--- config.mk ---
export PLATFORM = sky130hd
export DESIGN_NAME = vector_tile_geometry_decoder_unit
export DESIGN_NICKNAME = d
export VERILOG_FILES = /design/src/vtgd_pkg.sv /design/src/vtgd_front.sv /design/src/vtgd_queue.sv /design/src/vtgd_back.sv /design/src/vector_tile_geometry_decoder_unit.sv
export SDC_FILE = /design/constraint.sdc
export NUM_CORES = 1
export LEC_CHECK = 0
export BUFFER_PORTS_ARGS = -buffer_cell sky130_fd_sc_hd__buf_2
export CELL_PAD_IN_SITES_DETAIL_PLACEMENT = 2
export CELL_PAD_IN_SITES_GLOBAL_PLACEMENT = 2
export CORE_MARGIN = 4
export CORE_UTILIZATION = 25
export DETAILED_ROUTE_END_ITERATION = 6
export PLACE_DENSITY_LB_ADDON = 0.08
export SLEW_MARGIN = 30
export SYNTH_ARGS = -nofsm -noshare
export SYNTH_HDL_FRONTEND = slang
export SYNTH_SLANG_ARGS = --single-unit
--- constraint.sdc ---
create_clock -name aclk -period 14.7 [get_ports aclk]
set_input_delay 4.41 -clock aclk [delete_from_list [all_inputs] [get_ports aclk]]
set_output_delay 4.41 -clock aclk [all_outputs]
set_load 0.05 [all_outputs]
--- src/vtgd_pkg.sv ---
`default_nettype none

package vtgd_pkg;

    // Width of the running cursor and path start; coordinates wrap at this width.
    localparam int COORD_BITS = 32;
    localparam int WORD_BITS = 32;
    localparam int COUNT_BITS = 30;
    localparam int ID_BITS = 3;
    localparam int EXTENT_BITS = 17;
    localparam int OUT_BITS = 16;
    // Compare width for the inside test, wide enough for both the coordinate and the limit.
    localparam int CMP_BITS = (COORD_BITS > EXTENT_BITS) ? COORD_BITS : EXTENT_BITS;
    localparam int QUEUE_DEPTH = 2;
    localparam int QPTR_BITS = (QUEUE_DEPTH > 1) ? $clog2(QUEUE_DEPTH) : 1;
    localparam int QCNT_BITS = $clog2(QUEUE_DEPTH + 1);

    localparam logic [EXTENT_BITS-1:0] EXTENT_RESET = 17'd4096;
    localparam logic [EXTENT_BITS-1:0] EXTENT_CAP = 17'd65536;

    // Command ids carried in the low bits of a command word.
    localparam logic [ID_BITS-1:0] CMD_NONE = 3'd0;
    localparam logic [ID_BITS-1:0] CMD_MOVE = 3'd1;
    localparam logic [ID_BITS-1:0] CMD_LINE = 3'd2;
    localparam logic [ID_BITS-1:0] CMD_CLOSE = 3'd7;

    typedef logic [COORD_BITS-1:0] coord_t;

    typedef enum logic [1:0] {
        OP_NONE,
        OP_MOVE,
        OP_LINE,
        OP_CLOSE
    } op_kind_t;

    // One classified operation passed from the front end to the back end.
    typedef struct packed {
        op_kind_t             kind;
        logic                 clear;
        logic [WORD_BITS-1:0] dx;
        logic [WORD_BITS-1:0] dy;
    } op_t;

    function automatic logic [WORD_BITS-1:0] unzig(input logic [WORD_BITS-1:0] w);
        return (w >> 1) ^ {WORD_BITS{w[0]}};
    endfunction

    function automatic coord_t widen(input logic [WORD_BITS-1:0] d);
        logic signed [WORD_BITS-1:0] s;
        s = d;
        return COORD_BITS'(s);
    endfunction

    function automatic logic coord_in_tile(input coord_t c,
                                           input logic [EXTENT_BITS-1:0] lim);
        logic [CMP_BITS-1:0] cw;
        logic [CMP_BITS-1:0] lw;
        cw = CMP_BITS'(c);
        lw = CMP_BITS'(lim);
        return !c[COORD_BITS-1] && (c != '0) && (cw < lw);
    endfunction

endpackage

`default_nettype wire

--- src/vtgd_front.sv ---
`default_nettype none

module vtgd_front (
    input  wire logic                          aclk,
    input  wire logic                          aresetn,
    input  wire logic                          accept,
    input  wire logic [vtgd_pkg::WORD_BITS-1:0] word,
    input  wire logic                          new_feature,
    output vtgd_pkg::op_t                      op,
    output logic                               op_push
);

    logic [vtgd_pkg::ID_BITS-1:0]    cmd_id_reg, cmd_id_next;
    logic [vtgd_pkg::COUNT_BITS-1:0] left_reg, left_next;
    logic                            half_reg, half_next;
    logic [vtgd_pkg::WORD_BITS-1:0]  held_reg, held_next;

    logic [vtgd_pkg::ID_BITS-1:0]    cmd_eff;
    logic [vtgd_pkg::COUNT_BITS-1:0] left_eff;
    logic                            half_eff;
    logic [vtgd_pkg::WORD_BITS-1:0]  held_eff;
    vtgd_pkg::op_kind_t              kind;

    always_comb begin
        // A new feature clears the command state before this word is looked at.
        cmd_eff  = new_feature ? vtgd_pkg::CMD_NONE : cmd_id_reg;
        left_eff = new_feature ? '0 : left_reg;
        half_eff = new_feature ? 1'b0 : half_reg;
        held_eff = new_feature ? '0 : held_reg;

        cmd_id_next = cmd_eff;
        left_next   = left_eff;
        half_next   = half_eff;
        held_next   = held_eff;
        kind        = vtgd_pkg::OP_NONE;

        if (left_eff == '0) begin
            cmd_id_next = word[vtgd_pkg::ID_BITS-1:0];
            half_next   = 1'b0;
            if (word[vtgd_pkg::ID_BITS-1:0] == vtgd_pkg::CMD_MOVE ||
                word[vtgd_pkg::ID_BITS-1:0] == vtgd_pkg::CMD_LINE) begin
                left_next = {word[vtgd_pkg::WORD_BITS-1:vtgd_pkg::ID_BITS], 1'b0};
            end else begin
                left_next = '0;
            end
            if (word[vtgd_pkg::ID_BITS-1:0] == vtgd_pkg::CMD_CLOSE) begin
                kind = vtgd_pkg::OP_CLOSE;
            end
        end else begin
            left_next = left_eff - 1'b1;
            if (!half_eff) begin
                held_next = word;
                half_next = 1'b1;
            end else begin
                half_next = 1'b0;
                if (cmd_eff == vtgd_pkg::CMD_MOVE) begin
                    kind = vtgd_pkg::OP_MOVE;
                end else if (cmd_eff == vtgd_pkg::CMD_LINE) begin
                    kind = vtgd_pkg::OP_LINE;
                end
            end
        end
    end

    always_comb begin
        op.kind  = kind;
        op.clear = new_feature;
        op.dx    = vtgd_pkg::unzig(held_eff);
        op.dy    = vtgd_pkg::unzig(word);
        // Words that change nothing downstream are not queued.
        op_push  = accept && (kind != vtgd_pkg::OP_NONE || new_feature);
    end

    always_ff @(posedge aclk) begin
        if (!aresetn) begin
            cmd_id_reg <= vtgd_pkg::CMD_NONE;
            left_reg   <= '0;
            half_reg   <= 1'b0;
        end else if (accept) begin
            cmd_id_reg <= cmd_id_next;
            left_reg   <= left_next;
            half_reg   <= half_next;
        end
    end

    always_ff @(posedge aclk) begin
        if (accept) begin
            held_reg <= held_next;
        end
    end

endmodule

`default_nettype wire

--- src/vtgd_queue.sv ---
`default_nettype none

module vtgd_queue (
    input  wire logic          aclk,
    input  wire logic          aresetn,
    input  wire logic          push,
    input  wire vtgd_pkg::op_t push_op,
    output logic               full,
    input  wire logic          pop,
    output vtgd_pkg::op_t      head_op,
    output logic               head_valid
);

    vtgd_pkg::op_t                   entry_reg [vtgd_pkg::QUEUE_DEPTH];
    logic [vtgd_pkg::QPTR_BITS-1:0]  wr_ptr_reg, wr_ptr_next;
    logic [vtgd_pkg::QPTR_BITS-1:0]  rd_ptr_reg, rd_ptr_next;
    logic [vtgd_pkg::QCNT_BITS-1:0]  count_reg, count_next;
    logic                            do_push, do_pop;

    assign full       = (count_reg == vtgd_pkg::QCNT_BITS'(vtgd_pkg::QUEUE_DEPTH));
    assign head_valid = (count_reg != '0);
    assign head_op    = entry_reg[rd_ptr_reg];
    assign do_push    = push && !full;
    assign do_pop     = pop && head_valid;

    always_comb begin
        wr_ptr_next = wr_ptr_reg;
        rd_ptr_next = rd_ptr_reg;
        count_next  = count_reg;
        if (do_push) begin
            wr_ptr_next = (wr_ptr_reg == vtgd_pkg::QPTR_BITS'(vtgd_pkg::QUEUE_DEPTH - 1)) ?
                          '0 : wr_ptr_reg + 1'b1;
        end
        if (do_pop) begin
            rd_ptr_next = (rd_ptr_reg == vtgd_pkg::QPTR_BITS'(vtgd_pkg::QUEUE_DEPTH - 1)) ?
                          '0 : rd_ptr_reg + 1'b1;
        end
        if (do_push && !do_pop) begin
            count_next = count_reg + 1'b1;
        end else if (do_pop && !do_push) begin
            count_next = count_reg - 1'b1;
        end
    end

    always_ff @(posedge aclk) begin
        if (!aresetn) begin
            wr_ptr_reg <= '0;
            rd_ptr_reg <= '0;
            count_reg  <= '0;
        end else begin
            wr_ptr_reg <= wr_ptr_next;
            rd_ptr_reg <= rd_ptr_next;
            count_reg  <= count_next;
        end
    end

    always_ff @(posedge aclk) begin
        if (do_push) begin
            entry_reg[wr_ptr_reg] <= push_op;
        end
    end

    // The fill count never passes the depth.
    a_count_bound: assert property (@(posedge aclk) disable iff (!aresetn)
        count_reg <= vtgd_pkg::QCNT_BITS'(vtgd_pkg::QUEUE_DEPTH))
        else $error("queue count beyond depth");

    // An operation offered while the queue is full would be lost.
    a_no_overflow: assert property (@(posedge aclk) disable iff (!aresetn)
        push |-> !full)
        else $error("push into a full queue");

    // A push into an empty queue shows up at the head on the next cycle.
    a_push_visible: assert property (@(posedge aclk) disable iff (!aresetn)
        (do_push && !head_valid) |=> head_valid)
        else $error("pushed entry not visible");

endmodule

`default_nettype wire

--- src/vtgd_back.sv ---
`default_nettype none

module vtgd_back (
    input  wire logic                             aclk,
    input  wire logic                             aresetn,
    input  wire logic                             q_valid,
    input  wire vtgd_pkg::op_t                    q_op,
    output logic                                  q_pop,
    input  wire logic [vtgd_pkg::EXTENT_BITS-1:0] extent,
    output logic                                  m_valid,
    input  wire logic                             m_ready,
    output logic [vtgd_pkg::OUT_BITS-1:0]         m_start_x,
    output logic [vtgd_pkg::OUT_BITS-1:0]         m_start_y,
    output logic [vtgd_pkg::OUT_BITS-1:0]         m_end_x,
    output logic [vtgd_pkg::OUT_BITS-1:0]         m_end_y,
    output logic                                  m_is_closing
);

    vtgd_pkg::coord_t cursor_x_reg, cursor_x_next;
    vtgd_pkg::coord_t cursor_y_reg, cursor_y_next;
    vtgd_pkg::coord_t path_x_reg, path_x_next;
    vtgd_pkg::coord_t path_y_reg, path_y_next;
    logic             m_valid_reg, m_valid_next;
    logic [vtgd_pkg::OUT_BITS-1:0] sx_reg, sy_reg, ex_reg, ey_reg;
    logic             closing_reg;

    vtgd_pkg::coord_t base_x, base_y, base_px, base_py, new_x, new_y;
    vtgd_pkg::coord_t sx, sy, ex, ey;
    logic             cand, closing, emit;
    logic [vtgd_pkg::EXTENT_BITS-1:0] lim;

    assign q_pop = q_valid && (!m_valid_reg || m_ready);
    assign lim   = (extent > vtgd_pkg::EXTENT_CAP) ? vtgd_pkg::EXTENT_CAP : extent;

    always_comb begin
        base_x  = q_op.clear ? '0 : cursor_x_reg;
        base_y  = q_op.clear ? '0 : cursor_y_reg;
        base_px = q_op.clear ? '0 : path_x_reg;
        base_py = q_op.clear ? '0 : path_y_reg;
        new_x   = base_x + vtgd_pkg::widen(q_op.dx);
        new_y   = base_y + vtgd_pkg::widen(q_op.dy);

        cursor_x_next = base_x;
        cursor_y_next = base_y;
        path_x_next   = base_px;
        path_y_next   = base_py;
        sx      = base_x;
        sy      = base_y;
        ex      = new_x;
        ey      = new_y;
        cand    = 1'b0;
        closing = 1'b0;

        unique case (q_op.kind)
            vtgd_pkg::OP_MOVE: begin
                cursor_x_next = new_x;
                cursor_y_next = new_y;
                path_x_next   = new_x;
                path_y_next   = new_y;
            end
            vtgd_pkg::OP_LINE: begin
                cursor_x_next = new_x;
                cursor_y_next = new_y;
                cand          = 1'b1;
            end
            vtgd_pkg::OP_CLOSE: begin
                ex      = base_px;
                ey      = base_py;
                cand    = 1'b1;
                closing = 1'b1;
            end
            vtgd_pkg::OP_NONE: begin
                cand = 1'b0;
            end
        endcase

        emit = cand &&
               vtgd_pkg::coord_in_tile(sx, lim) && vtgd_pkg::coord_in_tile(sy, lim) &&
               vtgd_pkg::coord_in_tile(ex, lim) && vtgd_pkg::coord_in_tile(ey, lim);

        if (q_pop) begin
            m_valid_next = emit;
        end else if (m_ready) begin
            m_valid_next = 1'b0;
        end else begin
            m_valid_next = m_valid_reg;
        end
    end

    always_ff @(posedge aclk) begin
        if (!aresetn) begin
            cursor_x_reg <= '0;
            cursor_y_reg <= '0;
            path_x_reg   <= '0;
            path_y_reg   <= '0;
            m_valid_reg  <= 1'b0;
        end else begin
            m_valid_reg <= m_valid_next;
            if (q_pop) begin
                cursor_x_reg <= cursor_x_next;
                cursor_y_reg <= cursor_y_next;
                path_x_reg   <= path_x_next;
                path_y_reg   <= path_y_next;
            end
        end
    end

    always_ff @(posedge aclk) begin
        if (q_pop && emit) begin
            sx_reg      <= sx[vtgd_pkg::OUT_BITS-1:0];
            sy_reg      <= sy[vtgd_pkg::OUT_BITS-1:0];
            ex_reg      <= ex[vtgd_pkg::OUT_BITS-1:0];
            ey_reg      <= ey[vtgd_pkg::OUT_BITS-1:0];
            closing_reg <= closing;
        end
    end

    assign m_valid      = m_valid_reg;
    assign m_start_x    = sx_reg;
    assign m_start_y    = sy_reg;
    assign m_end_x      = ex_reg;
    assign m_end_y      = ey_reg;
    assign m_is_closing = closing_reg;

    // Every delivered segment has all endpoints strictly above zero.
    a_nonzero: assert property (@(posedge aclk) disable iff (!aresetn)
        m_valid_reg |-> (sx_reg != '0 && sy_reg != '0 && ex_reg != '0 && ey_reg != '0))
        else $error("segment endpoint on the tile edge");

    // A segment waiting at the output is never overwritten by a new operation.
    a_no_pop_stalled: assert property (@(posedge aclk) disable iff (!aresetn)
        (m_valid_reg && !m_ready) |-> !q_pop)
        else $error("operation consumed while output stalled");

    // A closing segment can only come from a ClosePath operation.
    a_close_src: assert property (@(posedge aclk) disable iff (!aresetn)
        (q_pop && emit && closing) |-> (q_op.kind == vtgd_pkg::OP_CLOSE))
        else $error("closing flag on a non-close operation");

endmodule

`default_nettype wire

--- src/vector_tile_geometry_decoder_unit.sv ---
`default_nettype none

// Channel   Direction  Handshake          Payload
// s_        in         s_valid / s_ready  geometry_word[31:0], new_feature
// m_        out        m_valid / m_ready  start_x, start_y, end_x, end_y [15:0], is_closing
// cfg_      in         cfg_we             cfg_wdata[16:0] (tile extent)
//
// One word is taken per cycle while the queue has room; the operation that completes
// a segment passes through the queue and the executor into the output register.
// The front end decodes commands and pairs parameters, a two-entry queue follows,
// and the executor does one cursor add and the extent test per cycle unless stalled.
// Synchronous active-low reset clears the command state, cursor, queue and output valid,
// and sets the tile extent to 4096. Output stalls fill the queue and then drop s_ready.

module vector_tile_geometry_decoder_unit (
    input  wire logic                                  aclk,
    input  wire logic                                  aresetn,
    input  wire logic                                  s_valid,
    output logic                                       s_ready,
    input  wire logic [vtgd_pkg::WORD_BITS-1:0]        s_geometry_word,
    input  wire logic                                  s_new_feature,
    output logic                                       m_valid,
    input  wire logic                                  m_ready,
    output logic [vtgd_pkg::OUT_BITS-1:0]              m_start_x,
    output logic [vtgd_pkg::OUT_BITS-1:0]              m_start_y,
    output logic [vtgd_pkg::OUT_BITS-1:0]              m_end_x,
    output logic [vtgd_pkg::OUT_BITS-1:0]              m_end_y,
    output logic                                       m_is_closing,
    input  wire logic                                  cfg_we,
    input  wire logic [vtgd_pkg::EXTENT_BITS-1:0]      cfg_wdata
);

    // The tile extent register. The user must write it only while the block is idle, so
    // operations in flight always see one consistent value; the block does not enforce it.
    logic [vtgd_pkg::EXTENT_BITS-1:0] extent_reg;

    logic          accept;
    logic          q_full;
    logic          op_push;
    vtgd_pkg::op_t front_op;
    vtgd_pkg::op_t head_op;
    logic          head_valid;
    logic          q_pop;

    // A word is taken whenever the queue has room; the front end never blocks on
    // its own, because every word is decoded in the cycle it arrives.
    assign s_ready = !q_full;
    assign accept  = s_valid && s_ready;

    always_ff @(posedge aclk) begin
        if (!aresetn) begin
            extent_reg <= vtgd_pkg::EXTENT_RESET;
        end else if (cfg_we) begin
            extent_reg <= cfg_wdata;
        end
    end

    // Front end: command decode, parameter counting and dx/dy pairing.
    vtgd_front u_front (
        .aclk        (aclk),
        .aresetn     (aresetn),
        .accept      (accept),
        .word        (s_geometry_word),
        .new_feature (s_new_feature),
        .op          (front_op),
        .op_push     (op_push)
    );

    // Short queue that decouples the decoder from output back-pressure.
    vtgd_queue u_queue (
        .aclk       (aclk),
        .aresetn    (aresetn),
        .push       (op_push),
        .push_op    (front_op),
        .full       (q_full),
        .pop        (q_pop),
        .head_op    (head_op),
        .head_valid (head_valid)
    );

    // Back end: cursor and path-start tracking, extent test and output register.
    vtgd_back u_back (
        .aclk         (aclk),
        .aresetn      (aresetn),
        .q_valid      (head_valid),
        .q_op         (head_op),
        .q_pop        (q_pop),
        .extent       (extent_reg),
        .m_valid      (m_valid),
        .m_ready      (m_ready),
        .m_start_x    (m_start_x),
        .m_start_y    (m_start_y),
        .m_end_x      (m_end_x),
        .m_end_y      (m_end_y),
        .m_is_closing (m_is_closing)
    );

endmodule

`default_nettype wire

# After elaboration in Yosys (flattened, before gate mapping)
# Memories as Yosys holds them, arrays and structs flattened. A register that Yosys moved wholly into a read port is not among the register bits.
# Index checks and enable logic that the tools add are counted.
# W data, S select, Z words.
# word_totals
reg_bits	281
input_bits	55
mem_bits_ro	0
mem_bits_rw	134
latch_bits	0
n_memories	1
out_inout_bits	67
# op_classes
mul	0
bitwise_logic	2
n_mux	39
n_div	0
magnitude_cmp	5
reduce_logical	42
shift	0
addsub	7
n_eq_ne	9
# mem_list
name	words	word_bits	read_ports	rd_ports_with_merged_regs	wr	line	source
u_queue.entry_reg	2	67	1	1	1	vtgd_queue.sv:14	vtgd_pkg::op_t entry_reg [vtgd_pkg::QUEUE_DEPTH];
# op_table
cell	count
$mux W32	13
$lt A32 B17 Y1	4
$reduce_bool A32 Y1	4
$mux W30	3
$add A32 B32 Y32	2
$xor A31 B32 Y32	2
$logic_not A30 Y1	1
$sub A30 B1 Y30 const B	1
$logic_and A1 B1 Y1	20
$gt A17 B17 Y1 const B	1
$mux W17	1
$mux W2	7
$mux W1	13
$logic_not A1 Y1	8
$reduce_bool A2 Y1	4
$eq A2 B2 Y1 const B	3
$eq A3 B1 Y1 const B	2
$eq A3 B2 Y1 const B	2
$mux W3	2
$reduce_or A2 Y1	2
$eq A3 B3 Y1 const B	1
$logic_or A1 B1 Y1	3
$add A1 B1 Y1 const B	2
$add A2 B1 Y2 const B	1
2 further kinds	2

# Longest topological paths before layout
# Gate-level depths: netlist (run 1).
# depth
depth_word	14
depth_mapped	28
ltp_nobuf	24

# By module
# A second synthesis (run 1) with hierarchy kept.
# hier_totals
cells_unflattened	2427
area_unflattened_um2	23926.7
# modules_own_cells
module	seq_area_each_um2	area_each_um2	cells_per_inst	n_inst
vtgd_back	4534.3	13723.2	1604	1
vtgd_queue	4124.0	5071.1	233	1
vtgd_front	1641.6	4473.0	534	1
vector_tile_geometry_decoder_unit	340.3	659.4	56	1

# Least setup slack after synthesis (run 1)
# Ideal clock, no wire load.
# synth_path
kind	input to register
from	in s_new_feature
to	mem u_queue.entry_reg[0][0] (netlist name), enable pin
stages	15
required_ps	14200
t_arrival_ps	10335
path_slack_ps	3864
path_buffers	4
cell_sequence	clkbuf_1 -> inv_1 -> clkbuf_1 -> clkbuf_1 -> clkbuf_1 -> nand2_1 -> ha_1 -> o21ai_0 -> nor2_1 -> o21ai_1 -> nor2_1 -> o21a_1 -> a2111o_1 -> a31oi_1 -> nor2b_1
# synth_between
elab_chain_cells	12
word_cells_on_any_way	16
classes_between	eq/ne (2); mux (9); reduce/logical (5)
# synth_rtl
element	line	source
start: declaration	vector_tile_geometry_decoder_unit.sv:21	input wire logic s_new_feature,
$mux W3	vtgd_front.sv:26	cmd_eff = new_feature ? vtgd_pkg::CMD_NONE : cmd_id_reg;
$eq A3 B2 Y1	vtgd_front.sv:58	end else if (cmd_eff == vtgd_pkg::CMD_LINE) begin
$mux W2	vtgd_front.sv:58	
$mux W2	vtgd_front.sv:56	if (cmd_eff == vtgd_pkg::CMD_MOVE) begin
$mux W2	vtgd_front.sv:51	if (!half_eff) begin
$mux W2	vtgd_front.sv:37	if (left_eff == '0) begin
$reduce_bool A2 Y1	vtgd_front.sv:71	op_push = accept && (kind != vtgd_pkg::OP_NONE || new_feature);
$logic_or A1 B1 Y1 *	vtgd_front.sv:71	
$logic_and A1 B1 Y1 *	vtgd_front.sv:71	
$logic_and A1 B1 Y1 *	vtgd_queue.sv:23	assign do_push = push && !full;
named net u_queue.do_push	vtgd_queue.sv:18	logic do_push, do_pop;
$mux W1 *	vtgd_queue.sv:58	if (do_push) begin
$mux W1 (implied by the code) *	vtgd_queue.sv:59	entry_reg[wr_ptr_reg] <= push_op;
end: declaration	vtgd_queue.sv:14	
# The timed path passes the listed nets; every way through them passes the cells marked *.

# Worst setup path after layout (run 1)
# layout_path
from	in s_new_feature
to	mem u_queue.entry_reg[0][2] (netlist name), enable pin
# Same word-level chain as after synthesis.

==> results.py, run 1 <==
metrics = {
    "layout": {
        "num-fill-cells": 10400,
        "layout-drive-gt1-share": 0.1321,
        "largest_register_ffs": 134,
        "regArea_mm2": 0.01064,
        "n_antenna_cell": 0,
        "fin_nets": 2709,
        "finalNonFillerCells": 3821,
        "syn2layout_area_growth_pct": 16.22,
        "multiInputGateArea_mm2": 0.01232,
    },
    "clocking": {
        "clockRootBuffer": "clkbuf_16",
        "holdBufCountCts": 0,
        "tritoncts": "done",
        "cts_made_buffers": 54,
        "ctsResizeCount": 0,
        "clk-insertion-delay-late_ps": 630,
        "clkSinkCount": 416,
        "cts_setup_buffers": 0,
        "cts_buffer_depth": 3,
        "clk_pin_slew_worst_paths_ps": 60,
        "cts_max_level": 2,
    },
    "yosys": {
        "synth_xor_area_frac": 0.04790,
        "synthTopCellsByCount": "nor2_1 (298), nand2_1 (255), edfxtp_1 (231)",
        "synth_edf_count": 231,
        "synth_mux_area_frac": 0.04334,
        "synth_top_area_cell": "edfxtp_1",
        "ys_seq_area_frac": 0.4511,
        "synth_top_area_share": 0.2941,
        "ys.flop_type": "edfxtp_1",
        "synth-warning-count": 0,
        "async_flop_share": 0,
        "syn_area_mm2": 0.02359,
        "avgSynthCellArea_um2": 9.553,
        "synth-simple-area-share": 0.1872,
        "ys_top_cells_by_area": "edfxtp_1 (29%), dfxtp_1 (16%), ha_1 (7.0%)",
        "synth_compound_area_frac": 0.1692,
        "synth_cell_types": 93,
        "synthAdderAreaFrac": 0.07087,
        "ys_ff_latch": 416,
        "synth_top_family_by_area": "simple AND/OR/NAND/NOR gates",
        "syn-num-nets": 2657,
        "netlist_instances": 2469,
        "yosysMostFrequentCell": "nor2_1",
    },
    "critical_path": {
        "end_kind": "flop",
        "reg2reg_depth": 22,
        "worst-path-max-fanout": 68,
        "start_kind": "input port",
        "required_ps": 14930,
        "reg2reg_slack_ps": 6620,
        "cp_data_arrival_time_ps": 9440,
        "path_class": "in2reg",
        "r2r-end": "u_back.m_end_y[15]$_DFFE_PP_",
    },
    "min_path": {
        "hold_path.class": "reg2reg",
        "min_to": "u_back.path_x_reg[6]$_SDFFE_PN0P_",
        "holdPathStages": 2,
        "hp-start": "u_back.path_x_reg[6]$_SDFFE_PN0P_",
    },
    "route": {
        "vias_per_cell": 5.180,
        "ant_nets": 0,
        "postRouteWirelength_um": 97010,
        "vias": 19790,
        "drt_iter0_drc": 942,
        "dr.pass1.iters": 5,
        "drc": 0,
        "wl_per_cell_um": 25.39,
    },
    "sta": {
        "fin_tns_setup_ps": 0,
        "worstMarginPinSlew_ps": 943.9,
        "maxSlewViolCount": 0,
        "finalHoldViolCount": 0,
        "finalClockSkew_ps": 29.63,
        "fmax_ghz": 0.1086,
        "layout_min_cycle_time_ps": 9209,
        "max_slew_margin": 0.3659,
        "setup_violations": 0,
        "grt_setup_unrepaired": "false",
        "fin_crit_sh": 0.6265,
    },
    "power_and_ir_drop": {
        "p_leak_nw": 10.31,
        "p_comb_frac": 0.430,
        "swShare": 0.4228,
        "ir_drop_mv": 0.09279,
        "internal_power_mw": 3.016,
        "clkPwrFrac": 0.270,
        "switchingPower_mw": 2.209,
        "cellPowerDensity_mw_per_mm2": 190.6,
        "pwr-share-seq": 0.299,
    },
    "floorplan": {
        "start_util": 0.2523,
        "io_pins": 122,
        "core.rowCount": 112,
        "core-area_mm2": 0.09347,
        "die_w_um": 315.2,
        "die_h_um": 315.2,
        "die-area_mm2": 0.09932,
    },
    "global_routing": {
        "grt_pass1_wl_um": 143500,
        "grt_overflow_total": 0,
        "grtUsageTotal": 0.1913,
        "grt_pass1_vias": 21220,
        "antenna_found_initial": 6,
        "grt_start_max_net_pins": 90,
    },
    "place": {
        "place_inst": 3717,
        "gp_congestion": 0.7939,
        "hpwl_um": 72460,
        "io_buffers": 121,
    },
    "flow_run": {
        "cap_violations": 0,
    },
    "outcome": {
        "outcome": "completed",
    },
}
-- logic make-up after synthesis --
group                      Yosys count
and+or+nand+nor                    929
buffers and inverters              187
AOI/OAI and AO/OA                  583
DFF                                416
adders and majority gates          133
muxes                               92
xor gates and xnor gates           129
-- per-layer routing --
layer / wire (um) / track usage / part of all wire / vias up
met1: 46190 / 0.2623 / 0.48 / 10160
met4: 2117 / 0.04403 / 0.022 / 0
met3: 2685 / 0.02018 / 0.028 / 100
met2: 46020 / 0.3241 / 0.47 / 287
li1: - / - / - / 9252
met5: 0 / 0 / 0 / -
-- worst max-delay path by stage --
stage | startpoint | end | slack [ps] | depth (start not counted)
after detailed placement | s_new_feature | u_queue.entry_reg[0][58]$_DFFE_PP_ | 4600 | 14
after floorplan | s_new_feature | u_queue.entry_reg[0][0]$_DFFE_PP_ | 3860 | 15
final | s_new_feature | u_queue.entry_reg[0][2]$_DFFE_PP_ | 5490 | 14
after CTS | s_new_feature | u_queue.entry_reg[0][2]$_DFFE_PP_ | 5240 | 14
after global routing | s_new_feature | u_queue.entry_reg[0][2]$_DFFE_PP_ | 5020 | 14
after global placement | s_new_feature | u_queue.entry_reg[0][59]$_DFFE_PP_ | 4840 | 14
-- placed cells by master (no fill, tap or decap), drive strengths merged, types with 8 or more instances in the layout --
cell type  instances
a2111oi           10
a211oi            20
a21boi             8
a21o              20
a21oi            126
a221oi            16
a22oi            123
a311oi             9
a31oi             21
and2              80
and3              23
and4              12
buf              149
clkbuf            76
clkinv            16
dfxtp            185
edfxtp           231
ha               132
inv               35
mux2              65
mux2i             27
nand2            255
nand2b             8
nand3             71
nand4             25
nor2             298
nor2b              9
nor3              51
nor4              41
o2111ai            9
o211ai            25
o21a              11
o21ai            112
o21bai             9
or3                8
or4               16
xnor2             71
xor2              58
-- metrics by stage --
stage	utilization	cell area (um2)	setup slack, ps	total power, mW	hold slack, ps
floorplan	-	23590	3864	2.977	450.0
global placement	0.2723	25450	4841	3.782	468.3
detailed placement	0.2725	25470	4599	3.848	481.2
CTS	0.2928	27370	5237	5.304	499.5
global route	0.2933	27410	5022	5.577	533.9
finish	0.2933	27410	5491	5.226	499.1
-- critical path, stage by stage --
cell	delay (ps)
buf_2	80
buf_4	590
inv_1	520
nand2_1	240
ha_1	260
o21ai_0	270
nor2_1	340
o21ai_1	310
nor2_1	370
o21a_1	530
nand3_1	200
a31oi_1	450
nor2b_4	240
buf_6	560
-- cell type report --
class,instances,share of cell area
inverters,34,0.004884
well taps,1254,0.05724
clock inverters,26,0.01292
clock buffers,76,0.05633
repair buffers,149,0.03104
multi-input cells,1866,0.4493
flip-flops and latches,416,0.3883
-- power groups by stage --
stage          sequential, mW  clock (mW)  combinational [mW]
6_report                 1.56        1.41                2.25
5_1_grt                  1.58        1.51                2.48
2_1_floorplan            1.52           0                1.46
3_3_place_gp             1.58           0                2.20
3_5_place_dp             1.59           0                2.26
4_1_cts                  1.57        1.46                2.27
Power figures use the tool's default switching activity.
==> inputs of run 2 (changes only) <==
- clock period: 14.7 -> 8.16 ns (I/O delays scaled with it)
==> run 2 against run 1 <==
Against the previous run: routed wire length is 2.9% higher; global-route usage grew 0.58 points; via count rose by 0.33%; setup slack worse by 4200 ps; clock power rose by 71%; die area unchanged; core utilization barely moved; largest power group unchanged.
==> results.py, run 2 (same netlist as run 1, synthesis figures left out) <==
metrics = {
    "clocking": {
        "cts_setup_buffers": 0,
        "cts_buffer_depth": 3,
        "cts_max_level": 2,
        "ctsResizeCount": 0,
        "clockRootBuffer": "clkbuf_16",
        "clkSinkCount": 416,
        "clk_pin_slew_worst_paths_ps": 60,
        "holdBufCountCts": 0,
        "clk-insertion-delay-late_ps": 630,
        "cts_made_buffers": 53,
        "tritoncts": "done",
    },
    "power_and_ir_drop": {
        "ir_drop_mv": 0.1622,
        "p_leak_nw": 10.34,
        "cellPowerDensity_mw_per_mm2": 341.6,
        "internal_power_mw": 5.356,
        "clkPwrFrac": 0.257,
        "p_comb_frac": 0.446,
        "swShare": 0.4288,
        "switchingPower_mw": 4.020,
        "pwr-share-seq": 0.296,
    },
    "layout": {
        "final_common_cell": "nor2_1",
        "fin_nets": 2726,
        "fin_util": 0.2936,
        "num-fill-cells": 10400,
        "mostFrequentLayoutCells": "nor2_1 (297), nand2_1 (254), edfxtp_1 (231)",
        "largest_register_ffs": 134,
        "layout-drive-gt1-share": 0.1368,
        "syn2layout_area_growth_pct": 16.37,
    },
    "critical_path": {
        "cp_common_cell": "nand2_1",
        "end_kind": "flop",
        "required_ps": 8430,
        "path_class": "reg2reg",
        "path_cells": "mux2i_4, buf_8, buf_4, and2_1, ha_1, nand2_1, o21ai_0, a21oi_1, a21boi_0, nor2_1, nand2_1, nand2_1, ha_1, and4_1, a221oi_1, o21ai_0, nand3_1, nand4_1, nor3_1, nand4_1, a2111oi_4, buf_12",
        "start_kind": "flop",
        "cp_data_arrival_time_ps": 7110,
        "reg2reg_slack_ps": 1320,
        "slowest_stage": "o21ai_0",
        "worst_path_largest_cell_delay_ps": 610,
        "worst-path-max-fanout": 65,
    },
    "sta": {
        "fmax_ghz": 0.1462,
        "maxSlewViolCount": 0,
        "holdWs_ps": 499.9,
        "fin_crit_sh": 0.8384,
        "finalClockSkew_ps": 28.25,
        "fin_tns_setup_ps": 0,
        "grt_setup_unrepaired": "false",
        "setup_slack_ps": 1319,
        "max_slew_margin": 0.3419,
        "setup_violations": 0,
        "finalHoldViolCount": 0,
        "worstMarginPinSlew_ps": 973.9,
        "layout_min_cycle_time_ps": 6841,
    },
    "place": {
        "gp_congestion": 0.8049,
        "pre_cts_ws_ps": 902.9,
        "io_buffers": 121,
        "hpwl_um": 75270,
    },
    "route": {
        "drt_iter0_drc": 1003,
        "dr.pass1.iters": 5,
        "drc": 0,
        "ant_nets": 0,
        "vias": 19860,
        "postRouteWirelength_um": 99790,
        "vias_per_cell": 5.179,
        "wl_per_cell_um": 26.02,
    },
    "flow_run": {
        "cap_violations": 0,
    },
    "global_routing": {
        "grt_util_met2": 0.3343,
        "antenna_found_initial": 8,
        "top_usage_layer": "met2",
        "grt_pass1_vias": 21530,
        "met1_usage": 0.2656,
        "grtUsageTotal": 0.1971,
        "grt_use_met3": 0.02721,
        "grt_start_max_net_pins": 78,
        "grt_pass1_wl_um": 146500,
        "grt_overflow_total": 0,
    },
    "floorplan": {
        "die_h_um": 315.2,
        "start_util": 0.2523,
        "core-area_mm2": 0.09347,
        "die_w_um": 315.2,
        "io_pins": 122,
        "die-area_mm2": 0.09932,
        "core.rowCount": 112,
    },
    "outcome": {
        "outcome": "completed",
    },
    "min_path": {
        "hold_path.class": "reg2reg",
    },
}
## run 2: changes by cell type in the layout (fill, tap and decap cells not counted), moves of 2 or more
cell        previous run  this run
clkbuf_8              11         7
buf_6                  2         0
inv_16                 2         0
clkinv_1               5         7
buf_12                 0         3
buf_4                 24        41
bufinv_16              7         4
clkbuf_1              11         7
clkinvlp_4             2         5
## run 2: metrics by stage
stage / instance area (um2) / std cells / power [mW]
after CTS: 27400 / 3832 / 9.516
after global routing: 27440 / 3834 / 10.01
after global placement: 25620 / 3735 / 6.950
final: 27450 / 3835 / 9.376
after floorplan: 23600 / 2469 / 5.363
after detailed placement: 25630 / 3735 / 7.033
## run 2: cell type report
class / instances / area [um2] / area share
diodes: 1 / 2.502 / 0.00009117
clock buffers: 69 / 1499 / 0.05461
clock inverters: 28 / 269.0 / 0.009801
inverters: 34 / 132.6 / 0.004832
multi-input cells: 1866 / 12310 / 0.4487
flip-flops and latches: 416 / 10640 / 0.3878
well taps: 1254 / 1569 / 0.05717
repair buffers: 167 / 1016 / 0.03702
## run 2: routing by layer
metal	part of all wire	routed length, um
met1	0.46	46230
met5	0.00027	27
met4	0.022	2185
met3	0.038	3825
met2	0.48	47520
## run 2: final timing paths
check	startpoint	end	depth (start not counted)
hold / removal	u_back.path_y_reg[30]$_SDFFE_PN0P_	u_back.path_y_reg[30]$_SDFFE_PN0P_	2
setup reg to reg	u_queue.entry_reg[0][64]$_DFFE_PP_	u_back.m_start_y[4]$_DFFE_PP_	22
hold reg to reg	u_back.path_y_reg[30]$_SDFFE_PN0P_	u_back.path_y_reg[30]$_SDFFE_PN0P_	2
setup / recovery	u_queue.entry_reg[0][64]$_DFFE_PP_	u_back.m_start_y[4]$_DFFE_PP_	22
## run 2: critical path: cells and delay by family (launching register included)
kind            cells  cell delay [ps]
fa+ha+maj           2              670
mux                 1              340
simple gates       10             1850
flops               1              510
buf+inv             3              850
compound gates      6             2180
## run 2: power by group through the flow
stage,registers (mW),logic [mW],clock network [mW]
4_1_cts,2.78,4.24,2.49
3_5_place_dp,2.82,4.21,0
3_3_place_gp,2.81,4.14,0
2_1_floorplan,2.73,2.63,0
5_1_grt,2.81,4.62,2.58
6_report,2.78,4.18,2.41
